## src/design/imucf_pkg.sv

```systemverilog
// ----------------------------------------------------------------------------
// IMU calibrate/filter package
// Types, constants and saturation helpers shared by the block.
// ----------------------------------------------------------------------------
package imucf_pkg;

	localparam int BYTE_W      = 8;
	localparam int WORD_W      = 16;
	localparam int VALUE_W     = 32;
	localparam int GAIN_W      = 24;
	localparam int GAIN_FRAC   = 24;
	localparam int WEIGHT_W    = 16;
	localparam int WEIGHT_FRAC = 16;
	localparam int CH_W        = 3;
	localparam int POS_W       = 4;
	localparam int CFG_IDX_W   = 3;
	localparam int CFG_DATA_W  = 32;

	// shared multiplier: 33-bit signed by 24-bit signed
	localparam int MUL_A_W = VALUE_W + 1;
	localparam int MUL_B_W = GAIN_W;
	localparam int PROD_W  = MUL_A_W + MUL_B_W;

	localparam logic [POS_W-1:0] BURST_LAST = POS_W'(13);
	localparam logic [2:0]       TEMP_WORD  = 3'd3;
	localparam int               NUM_CH     = 6;
	localparam logic [CH_W-1:0]  CH_GYRO_Z  = CH_W'(5);

	typedef enum logic [CFG_IDX_W-1:0] {
		REG_ACCEL_GAIN_X = 3'd0,
		REG_ACCEL_GAIN_Y = 3'd1,
		REG_ACCEL_GAIN_Z = 3'd2,
		REG_ACCEL_BIAS_X = 3'd3,
		REG_ACCEL_BIAS_Y = 3'd4,
		REG_ACCEL_BIAS_Z = 3'd5,
		REG_GYRO_GAIN    = 3'd6,
		REG_FILT_WEIGHTS = 3'd7
	} cfg_reg_t;

	typedef enum logic [2:0] {
		ST_IDLE,
		ST_SCALE_MUL,
		ST_SCALE,
		ST_BIAS,
		ST_FILT_MUL,
		ST_FILT
	} state_t;

	// clamp a product-width value to 32-bit signed
	function automatic logic signed [VALUE_W-1:0] sat_prod(input logic signed [PROD_W-1:0] v);
		logic hi_ones;
		logic hi_zeros;
		hi_ones  = &v[PROD_W-1:VALUE_W-1];
		hi_zeros = ~|v[PROD_W-1:VALUE_W-1];
		if (hi_ones || hi_zeros) begin
			return v[VALUE_W-1:0];
		end else if (v[PROD_W-1]) begin
			return {1'b1, {(VALUE_W-1){1'b0}}};
		end else begin
			return {1'b0, {(VALUE_W-1){1'b1}}};
		end
	endfunction

	// clamp a 33-bit difference to 32-bit signed
	function automatic logic signed [VALUE_W-1:0] sat_diff(input logic signed [VALUE_W:0] v);
		if (v[VALUE_W] == v[VALUE_W-1]) begin
			return v[VALUE_W-1:0];
		end else if (v[VALUE_W]) begin
			return {1'b1, {(VALUE_W-1){1'b0}}};
		end else begin
			return {1'b0, {(VALUE_W-1){1'b1}}};
		end
	endfunction

endpackage

```

## src/design/imucf_if.sv

```systemverilog
// ----------------------------------------------------------------------------
// IMU calibrate/filter channel interfaces
// Valid/ready channels for burst bytes in and filtered values out.
// ----------------------------------------------------------------------------
interface imucf_in_if;
	logic                           valid;
	logic                           ready;
	logic [imucf_pkg::BYTE_W-1:0]   data_byte;
	logic                           frame_start;

	modport source (output valid, output data_byte, output frame_start, input ready);
	modport sink   (input valid, input data_byte, input frame_start, output ready);
endinterface

interface imucf_out_if;
	logic                                 valid;
	logic                                 ready;
	logic [imucf_pkg::CH_W-1:0]           channel;
	logic signed [imucf_pkg::VALUE_W-1:0] filtered_value;
	logic                                 last_of_frame;

	modport source (output valid, output channel, output filtered_value,
		output last_of_frame, input ready);
	modport sink   (input valid, input channel, input filtered_value,
		input last_of_frame, output ready);
endinterface

```

## src/design/imucf_mul.sv

```systemverilog
// ----------------------------------------------------------------------------
// IMU calibrate/filter multiplier
// Shared signed multiplier with registered product.
// ----------------------------------------------------------------------------
module imucf_mul (
	input  logic                                  clk,
	input  logic                                  en,
	input  logic signed [imucf_pkg::MUL_A_W-1:0]  op_a,
	input  logic signed [imucf_pkg::MUL_B_W-1:0]  op_b,
	output logic signed [imucf_pkg::PROD_W-1:0]   prod_q
);

	always_ff @(posedge clk) begin
		if (en) begin
			prod_q <= imucf_pkg::PROD_W'(op_a) * imucf_pkg::PROD_W'(op_b);
		end
	end

endmodule

```

## src/design/imu_sample_calibrate_filter_core.sv

```systemverilog
// High and temperature bytes are taken while idle and give no result. A low byte that
// completes an accel or gyro word steps through SCALE_MUL, SCALE, BIAS, FILT_MUL, FILT;
// FILT waits while the output is full and stalled, and leaving it loads the result and
// readies the block again. The shared multiplier is used twice per word (scale, filter).
// Reset (arst_n low, asynchronous) clears registers, byte position, latch and histories.
// ----------------------------------------------------------------------------
// IMU sample calibrate and filter core
// Assembles big-endian words from a 14-byte sensor burst, scales and
// calibrates them, and runs a per-channel first-order low-pass filter.
// ----------------------------------------------------------------------------
module imu_sample_calibrate_filter_core #(
	parameter int VALUE_FRAC_BITS = 16
) (
	input  logic                                  clk,
	input  logic                                  arst_n,
	imucf_in_if.sink                              in_ch,
	imucf_out_if.source                           out_ch,
	input  logic                                  cfg_we,
	input  logic [imucf_pkg::CFG_IDX_W-1:0]       cfg_index,
	input  logic [imucf_pkg::CFG_DATA_W-1:0]      cfg_data
);

	// gain has 24 fraction bits, result keeps VALUE_FRAC_BITS
	localparam int SHIFT = imucf_pkg::GAIN_FRAC - VALUE_FRAC_BITS;
	localparam logic signed [imucf_pkg::PROD_W-1:0] SCALE_RND =
		(imucf_pkg::PROD_W'(1) << SHIFT) >> 1;
	localparam logic signed [imucf_pkg::PROD_W-1:0] FILT_RND =
		imucf_pkg::PROD_W'(1) << (imucf_pkg::WEIGHT_FRAC - 1);

	// ---- configuration registers ----
	logic signed [imucf_pkg::GAIN_W-1:0]  accel_gain_q [3];
	logic signed [imucf_pkg::VALUE_W-1:0] accel_bias_q [3];
	logic signed [imucf_pkg::GAIN_W-1:0]  gyro_gain_q;
	logic [imucf_pkg::VALUE_W-1:0]        filter_weights_q;

	always_ff @(posedge clk or negedge arst_n) begin
		if (!arst_n) begin
			accel_gain_q[0]  <= '0;
			accel_gain_q[1]  <= '0;
			accel_gain_q[2]  <= '0;
			accel_bias_q[0]  <= '0;
			accel_bias_q[1]  <= '0;
			accel_bias_q[2]  <= '0;
			gyro_gain_q      <= '0;
			filter_weights_q <= '0;
		end else if (cfg_we) begin
			case (imucf_pkg::cfg_reg_t'(cfg_index))
				imucf_pkg::REG_ACCEL_GAIN_X: accel_gain_q[0] <= cfg_data[imucf_pkg::GAIN_W-1:0];
				imucf_pkg::REG_ACCEL_GAIN_Y: accel_gain_q[1] <= cfg_data[imucf_pkg::GAIN_W-1:0];
				imucf_pkg::REG_ACCEL_GAIN_Z: accel_gain_q[2] <= cfg_data[imucf_pkg::GAIN_W-1:0];
				imucf_pkg::REG_ACCEL_BIAS_X: accel_bias_q[0] <= cfg_data;
				imucf_pkg::REG_ACCEL_BIAS_Y: accel_bias_q[1] <= cfg_data;
				imucf_pkg::REG_ACCEL_BIAS_Z: accel_bias_q[2] <= cfg_data;
				imucf_pkg::REG_GYRO_GAIN:    gyro_gain_q     <= cfg_data[imucf_pkg::GAIN_W-1:0];
				imucf_pkg::REG_FILT_WEIGHTS: filter_weights_q <= cfg_data;
				default: ;
			endcase
		end
	end

	// ---- sequencer ----
	imucf_pkg::state_t state_q, state_d;
	logic in_ready;
	logic mul_en;
	logic out_load;
	logic out_valid_q;

	// ---- byte assembly ----
	logic                                 in_acc;
	logic [imucf_pkg::POS_W-1:0]          byte_pos_q;
	logic [imucf_pkg::POS_W-1:0]          pos;
	logic [2:0]                           widx;
	logic                                 word_done;
	logic [imucf_pkg::BYTE_W-1:0]         high_byte_q;

	assign in_acc    = in_ch.valid & in_ready;
	assign pos       = in_ch.frame_start ? '0 : byte_pos_q;
	assign widx      = pos[imucf_pkg::POS_W-1:1];
	// low byte of a pair that is not the temperature word
	assign word_done = pos[0] & (widx != imucf_pkg::TEMP_WORD);

	always_ff @(posedge clk or negedge arst_n) begin
		if (!arst_n) begin
			byte_pos_q  <= '0;
			high_byte_q <= '0;
		end else if (in_acc) begin
			// long bursts wrap and start over
			byte_pos_q <= (pos == imucf_pkg::BURST_LAST) ? '0 : pos + 1'b1;
			if (!pos[0]) begin
				high_byte_q <= in_ch.data_byte;
			end
		end
	end

	// ---- per-word payload ----
	logic signed [imucf_pkg::WORD_W-1:0]  word_q;
	logic [imucf_pkg::CH_W-1:0]           ch_q;
	logic                                 accel_q;
	logic signed [imucf_pkg::VALUE_W-1:0] scaled_q;
	logic signed [imucf_pkg::VALUE_W-1:0] x_q;

	always_ff @(posedge clk) begin
		if (in_acc && word_done) begin
			word_q  <= {high_byte_q, in_ch.data_byte};
			accel_q <= (widx < imucf_pkg::TEMP_WORD);
			// gyro words sit one slot later because of the temperature word
			ch_q    <= (widx < imucf_pkg::TEMP_WORD) ? widx : widx - 1'b1;
		end
	end

	// ---- channel history (six entries, reset to zero) ----
	logic signed [imucf_pkg::VALUE_W-1:0] hist_q [imucf_pkg::NUM_CH];
	logic signed [imucf_pkg::VALUE_W-1:0] hist_rd;
	assign hist_rd = hist_q[ch_q];

	// ---- operand selection ----
	logic signed [imucf_pkg::GAIN_W-1:0]  gain_sel;
	logic signed [imucf_pkg::VALUE_W-1:0] bias_sel;
	logic [imucf_pkg::WEIGHT_W-1:0]       weight_sel;

	always_comb begin
		case (ch_q)
			imucf_pkg::CH_W'(0): gain_sel = accel_gain_q[0];
			imucf_pkg::CH_W'(1): gain_sel = accel_gain_q[1];
			imucf_pkg::CH_W'(2): gain_sel = accel_gain_q[2];
			default:             gain_sel = gyro_gain_q;
		endcase
		case (ch_q)
			imucf_pkg::CH_W'(0): bias_sel = accel_bias_q[0];
			imucf_pkg::CH_W'(1): bias_sel = accel_bias_q[1];
			imucf_pkg::CH_W'(2): bias_sel = accel_bias_q[2];
			default:             bias_sel = '0; // gyro words carry no intercept
		endcase
		weight_sel = accel_q ? filter_weights_q[imucf_pkg::WEIGHT_W-1:0]
			: filter_weights_q[imucf_pkg::VALUE_W-1:imucf_pkg::WEIGHT_W];
	end

	// ---- shared multiplier ----
	// scale pass: word * gain
	// filter pass: a * (hist - x); y = (that + x * 2^16 + half) >> 16
	logic signed [imucf_pkg::MUL_A_W-1:0] mul_a;
	logic signed [imucf_pkg::MUL_B_W-1:0] mul_b;
	logic signed [imucf_pkg::PROD_W-1:0]  prod_q;

	always_comb begin
		if (state_q == imucf_pkg::ST_FILT_MUL) begin
			mul_a = imucf_pkg::MUL_A_W'(hist_rd) - imucf_pkg::MUL_A_W'(x_q);
			mul_b = imucf_pkg::MUL_B_W'({1'b0, weight_sel});
		end else begin
			mul_a = imucf_pkg::MUL_A_W'(word_q);
			mul_b = gain_sel;
		end
	end

	imucf_mul u_mul (
		.clk    (clk),
		.en     (mul_en),
		.op_a   (mul_a),
		.op_b   (mul_b),
		.prod_q (prod_q)
	);

	// ---- post-multiply arithmetic ----
	logic signed [imucf_pkg::PROD_W-1:0]  scale_sum;
	logic signed [imucf_pkg::VALUE_W:0]   bias_diff;
	logic signed [imucf_pkg::PROD_W-1:0]  filt_sum;
	logic signed [imucf_pkg::VALUE_W-1:0] filt_y;

	assign scale_sum = (prod_q + SCALE_RND) >>> SHIFT;
	assign bias_diff = (imucf_pkg::VALUE_W+1)'(scaled_q) - (imucf_pkg::VALUE_W+1)'(bias_sel);
	assign filt_sum  = (prod_q + (imucf_pkg::PROD_W'(x_q) <<< imucf_pkg::WEIGHT_FRAC)
		+ FILT_RND) >>> imucf_pkg::WEIGHT_FRAC;
	assign filt_y    = imucf_pkg::sat_prod(filt_sum);

	always_ff @(posedge clk) begin
		if (state_q == imucf_pkg::ST_SCALE) begin
			scaled_q <= imucf_pkg::sat_prod(scale_sum);
		end
		if (state_q == imucf_pkg::ST_BIAS) begin
			x_q <= imucf_pkg::sat_diff(bias_diff);
		end
	end

	always_ff @(posedge clk or negedge arst_n) begin
		if (!arst_n) begin
			for (int i = 0; i < imucf_pkg::NUM_CH; i++) begin
				hist_q[i] <= '0;
			end
		end else if (out_load) begin
			hist_q[ch_q] <= filt_y;
		end
	end

	// ---- state register, next state, outputs ----
	always_ff @(posedge clk or negedge arst_n) begin
		if (!arst_n) begin
			state_q <= imucf_pkg::ST_IDLE;
		end else begin
			state_q <= state_d;
		end
	end

	always_comb begin
		state_d = state_q;
		case (state_q)
			imucf_pkg::ST_IDLE: begin
				if (in_acc && word_done) begin
					state_d = imucf_pkg::ST_SCALE_MUL;
				end
			end
			imucf_pkg::ST_SCALE_MUL: state_d = imucf_pkg::ST_SCALE;
			imucf_pkg::ST_SCALE:     state_d = imucf_pkg::ST_BIAS;
			imucf_pkg::ST_BIAS:      state_d = imucf_pkg::ST_FILT_MUL;
			imucf_pkg::ST_FILT_MUL:  state_d = imucf_pkg::ST_FILT;
			imucf_pkg::ST_FILT: begin
				if (out_load) begin
					state_d = imucf_pkg::ST_IDLE;
				end
			end
			default: state_d = imucf_pkg::ST_IDLE;
		endcase
	end

	always_comb begin
		in_ready = 1'b0;
		mul_en   = 1'b0;
		out_load = 1'b0;
		case (state_q)
			imucf_pkg::ST_IDLE:      in_ready = 1'b1;
			imucf_pkg::ST_SCALE_MUL: mul_en   = 1'b1;
			imucf_pkg::ST_FILT_MUL:  mul_en   = 1'b1;
			// hold the finished value until the output register is free
			imucf_pkg::ST_FILT:      out_load = !out_valid_q || out_ch.ready;
			default: ;
		endcase
	end

	assign in_ch.ready = in_ready;

	// ---- output register ----
	logic [imucf_pkg::CH_W-1:0]           out_channel_q;
	logic signed [imucf_pkg::VALUE_W-1:0] out_value_q;
	logic                                 out_last_q;

	always_ff @(posedge clk or negedge arst_n) begin
		if (!arst_n) begin
			out_valid_q <= 1'b0;
		end else if (out_load) begin
			out_valid_q <= 1'b1;
		end else if (out_ch.ready) begin
			out_valid_q <= 1'b0;
		end
	end

	always_ff @(posedge clk) begin
		if (out_load) begin
			out_channel_q <= ch_q;
			out_value_q   <= filt_y;
			out_last_q    <= (ch_q == imucf_pkg::CH_GYRO_Z);
		end
	end

	assign out_ch.valid          = out_valid_q;
	assign out_ch.channel        = out_channel_q;
	assign out_ch.filtered_value = out_value_q;
	assign out_ch.last_of_frame  = out_last_q;

endmodule

```

## src/flat_wrapper.sv

```systemverilog
// flat-port wrapper written by rule: the top's interface ports become plain ports
module imu_sample_calibrate_filter_core_flat 
#(
	parameter int VALUE_FRAC_BITS = 16
)
  (clk, arst_n, cfg_we, cfg_index, cfg_data, in_ch_valid, in_ch_data_byte, in_ch_frame_start, in_ch_ready, out_ch_valid, out_ch_channel, out_ch_filtered_value, out_ch_last_of_frame, out_ch_ready);
  imucf_in_if in_ch_i ();
  imucf_out_if out_ch_i ();
  input  logic clk;
  input  logic arst_n;
  input  logic cfg_we;
  input  logic [imucf_pkg::CFG_IDX_W-1:0] cfg_index;
  input  logic [imucf_pkg::CFG_DATA_W-1:0] cfg_data;
  input wire logic [$bits(in_ch_i.valid)-1:0] in_ch_valid;
  input wire logic [$bits(in_ch_i.data_byte)-1:0] in_ch_data_byte;
  input wire logic [$bits(in_ch_i.frame_start)-1:0] in_ch_frame_start;
  output wire logic [$bits(in_ch_i.ready)-1:0] in_ch_ready;
  output wire logic [$bits(out_ch_i.valid)-1:0] out_ch_valid;
  output wire logic [$bits(out_ch_i.channel)-1:0] out_ch_channel;
  output wire logic [$bits(out_ch_i.filtered_value)-1:0] out_ch_filtered_value;
  output wire logic [$bits(out_ch_i.last_of_frame)-1:0] out_ch_last_of_frame;
  input wire logic [$bits(out_ch_i.ready)-1:0] out_ch_ready;
  assign in_ch_i.valid = in_ch_valid;
  assign in_ch_i.data_byte = in_ch_data_byte;
  assign in_ch_i.frame_start = in_ch_frame_start;
  assign in_ch_ready = in_ch_i.ready;
  assign out_ch_valid = out_ch_i.valid;
  assign out_ch_channel = out_ch_i.channel;
  assign out_ch_filtered_value = out_ch_i.filtered_value;
  assign out_ch_last_of_frame = out_ch_i.last_of_frame;
  assign out_ch_i.ready = out_ch_ready;
  imu_sample_calibrate_filter_core #(.VALUE_FRAC_BITS(VALUE_FRAC_BITS)) u_core (.clk(clk), .arst_n(arst_n), .in_ch(in_ch_i), .out_ch(out_ch_i), .cfg_we(cfg_we), .cfg_index(cfg_index), .cfg_data(cfg_data));
endmodule
```

## config.mk

```make
export PLATFORM = sky130hd
export DESIGN_NAME = imu_sample_calibrate_filter_core_flat
export DESIGN_NICKNAME = d
export VERILOG_FILES = /design/src/design/imucf_pkg.sv /design/src/design/imucf_if.sv /design/src/design/imucf_mul.sv /design/src/design/imu_sample_calibrate_filter_core.sv /design/src/flat_wrapper.sv
export SDC_FILE = /design/constraint.sdc
export NUM_CORES = 2
export LEC_CHECK = 0
export ABC_AREA = 1
export ABC_CLOCK_PERIOD_IN_PS = 13300
export BUFFER_PORTS_ARGS = -buffer_cell sky130_fd_sc_hd__buf_4
export CORE_MARGIN = 2
export CORE_UTILIZATION = 60
export DETAILED_ROUTE_END_ITERATION = 7
export PLACE_DENSITY = 0.76
export SLEW_MARGIN = 20
export SYNTH_ARGS = -nofsm -noshare
export SYNTH_HDL_FRONTEND = slang
export SYNTH_SLANG_ARGS = --single-unit
```

## constraint.sdc

```tcl
create_clock -name clk -period 13.3 [get_ports clk]
set_input_delay 3.325 -clock clk [delete_from_list [all_inputs] [get_ports clk]]
set_output_delay 3.325 -clock clk [all_outputs]
set_load 0.005 [all_outputs]
```

==> impl_metrics.yaml <==
outcome:
  outcome: "completed"
synth:
  avgSynthCellArea_sq_um: 8.15
  synth_top_area_frac: 0.265
  synth.area.top_cells: "fa_1 (26%), dfrtp_1 (18%), nand2_1 (13%)"
  synth_edf_count: 170
  synthFlopType: "dfrtp_1"
  yosys.cell_count.top_type: "nand2_1"
  syn_area_sq_um: 61000
  synthArstFlopShare: 0.718
  ys_ff_latch: 602
  synth_common_cells: "nand2_1 (2128), inv_1 (1368), fa_1 (807)"
  syn_nets: 8589
  ys_seq_area_frac: 0.261
  yosysWarnings: 0
  synth.distinct_cells: 59
  synth_area_leader_cell: "fa_1"
  netlist_instances: 7478
route:
  first_pass_iters: 7
  drc: 0
  drtIter0Drc: 5342
  vias: 51600
  routed_wl_mm: 207
  wire_per_inst_um: 23.3
  ant_nets: 0
  via_per_inst: 5.80
worst_hold_path:
  min_path_type: "flip-flop to flip-flop"
critical_path:
  worstPathArrival_ps: 12270
  crit_type: "flip-flop to flip-flop"
  path_buf_inv: 9
  worstPathMaxFanout: 33
  end_kind: "flip-flop"
  slowest_delay_ps: 850
  start_kind: "flip-flop"
  critPathSlowestCell: "fa_1"
  crit_path_frequent_cell: "nand2_1"
  critPathTopFamily: "adder cells"
  required_ps: 13680
floorplan:
  num_rows: 116
  fp.coreArea_sq_um: 100000
  dieWidth_um: 323
  dieArea_sq_um: 104000
  die_y_um: 323
  ios: 87
  start_util: 0.607
clock_network:
  cts_resized: 0
  clk_path_buf_depth: 3
  cts_setup_buffers: 0
  cts_buffers: 66
  cts_hold_buf: 0
  htreeDepth: 3
  cts_tree: "done"
  clock_sinks: 602
  clk_latency_ps: 650
  path_clk_slew_ps: 70
  cts_root_buf: "clkbuf_16"
sta:
  hold_viol: 0
  max_slew_margin: 0.230
  slew_viol_final: 0
  setup_viol_count_final: 0
  fin_crit_ps: 11890
  fin_crit_sh: 0.894
  skew_ps: 39.6
  setup_ws_ps: 1410
  fin_setup_tns_ps: 0
  worstMarginPinSlew_ps: 1150
  max_freq_mhz: 84.1
  rsz0062_at_grt: "no"
place:
  placed_cells: 8772
  dpl.hpwl_mm: 165
  place_congestion: 1.05
  io_buffer_count: 86
  place_worst_setup_slack_ps: 1640
final_layout:
  fin_nets: 8595
  area_growth_pct: 7.02
  n_fill_cell: 8629
  layout.cells.non_filler: 8893
  drive_above_1_share: 0.0544
  antenna_cells: 0
global_route:
  grt_pass1_vias: 52800
  grt_max_degree: 90
  grt_usage: 0.408
  antenna_found_initial: 3
  grt.overflow.total: 0
  grt_pass1_wl_mm: 317
job:
  maxCapViolCount: 0
-- final timing paths --
path | start | end | slack [ps] | cells past startpoint
max in group asynchronous | arst_n | u_core.hist_q[60] | 8560 | 3
hold reg to reg | u_core.high_byte_q[4] | u_core.word_q[12] | 460 | 0
hold / removal | u_core.high_byte_q[4] | u_core.word_q[12] | 460 | 0
setup / recovery | u_core.ch_q[0] | u_core.u_mul.prod_q[56] | 1410 | 42
setup reg to reg | u_core.ch_q[0] | u_core.u_mul.prod_q[56] | 1410 | 42
min in group asynchronous | arst_n | u_core.accel_bias_q[42] | 2700 | 1
-- registers in the layout (all words and copies together), names as in the netlist --
name                          flops
u_core.hist_q                   192
u_core.filter_weights_q          32
u_core.scaled_q                  32
u_core.high_byte_q                8
u_core.x_q                       32
u_core.word_q                    16
u_core.accel_bias_q              96
u_core.accel_gain_q              72
u_core.gyro_gain_q               24
u_core.ch_q                       3
u_core.out_ch.valid               1
u_core.state_q                    3
u_core.accel_q                    1
u_core.u_mul.prod_q              50
u_core.out_ch.channel             3
u_core.out_ch.filtered_value     32
u_core.out_ch.last_of_frame       1
u_core.byte_pos_q                 4
-- layer usage --
layer / GRT usage / routed length, um
met1: 0.546 / 81400
met2: 0.633 / 92500
met4: 0.216 / 12600
met3: 0.0781 / 20300
met5: 0 / 84
-- logic make-up (layout without fill, tap and decap cells) --
logic type,after synthesis,after routing,synth area share
AOI/OAI and AO/OA,827,827,0.0788
xor gates and xnor gates,184,184,0.0264
buffers and inverters,1626,1684,0.105
adders and majority gates,1062,1062,0.317
and+or+nand+nor,3177,3177,0.211
DFF,602,602,0.261
-- layout make-up --
cell class | count | area [sq um] | share of cell area
Timing Repair Buffer | 176 | 1340 | 0.0206
Sequential cell | 602 | 15900 | 0.244
Multi-Input combinational cell | 5250 | 38700 | 0.594
Tap cell | 1357 | 1700 | 0.0260
Inverter | 1388 | 5210 | 0.0799
Clock inverter | 34 | 520 | 0.00798
Clock buffer | 86 | 1820 | 0.0279
-- layout by cell type, fill, tap and decap left out, drive strengths merged, types with 2 or more instances in the layout --
cell type,Yosys,final
o31ai,3,3
o211ai,15,15
fa,807,807
a22o,38,38
a21o,14,14
clkinv,11,28
nand3,181,181
a22oi,60,60
a21boi,9,9
bufinv,0,7
nand2,2175,2175
nand3b,2,2
a31oi,20,20
clkbuf,135,86
a211oi,9,9
nor2,668,668
nor3,53,53
ha,255,255
xor2,118,118
dfrtp,432,432
a21oi,253,253
and2,5,5
or2,5,5
inv,1377,1381
clkinvlp,0,6
nand4,71,71
a221oi,22,22
o21a,10,10
edfxtp,170,170
buf,103,176
o22ai,3,3
o21bai,16,16
o21ai,349,349
nor4,14,14
xnor2,66,66
-- per-stage QoR --
| step | utilization | instance area [sq um] | hold WS, ps |
|---|---|---|---|
| after global placement | 0.626 | 62900 | 432 |
| after detailed placement | 0.626 | 62900 | 438 |
| after CTS | 0.649 | 65200 | 459 |
| after floorplan | - | 61000 | 421 |
| final | 0.650 | 65200 | 461 |
| after global routing | 0.650 | 65200 | 467 |
Power is left out: the tool's default activity adds up to more than one toggle a clock period on the data nets, which glitch-free logic cannot reach.
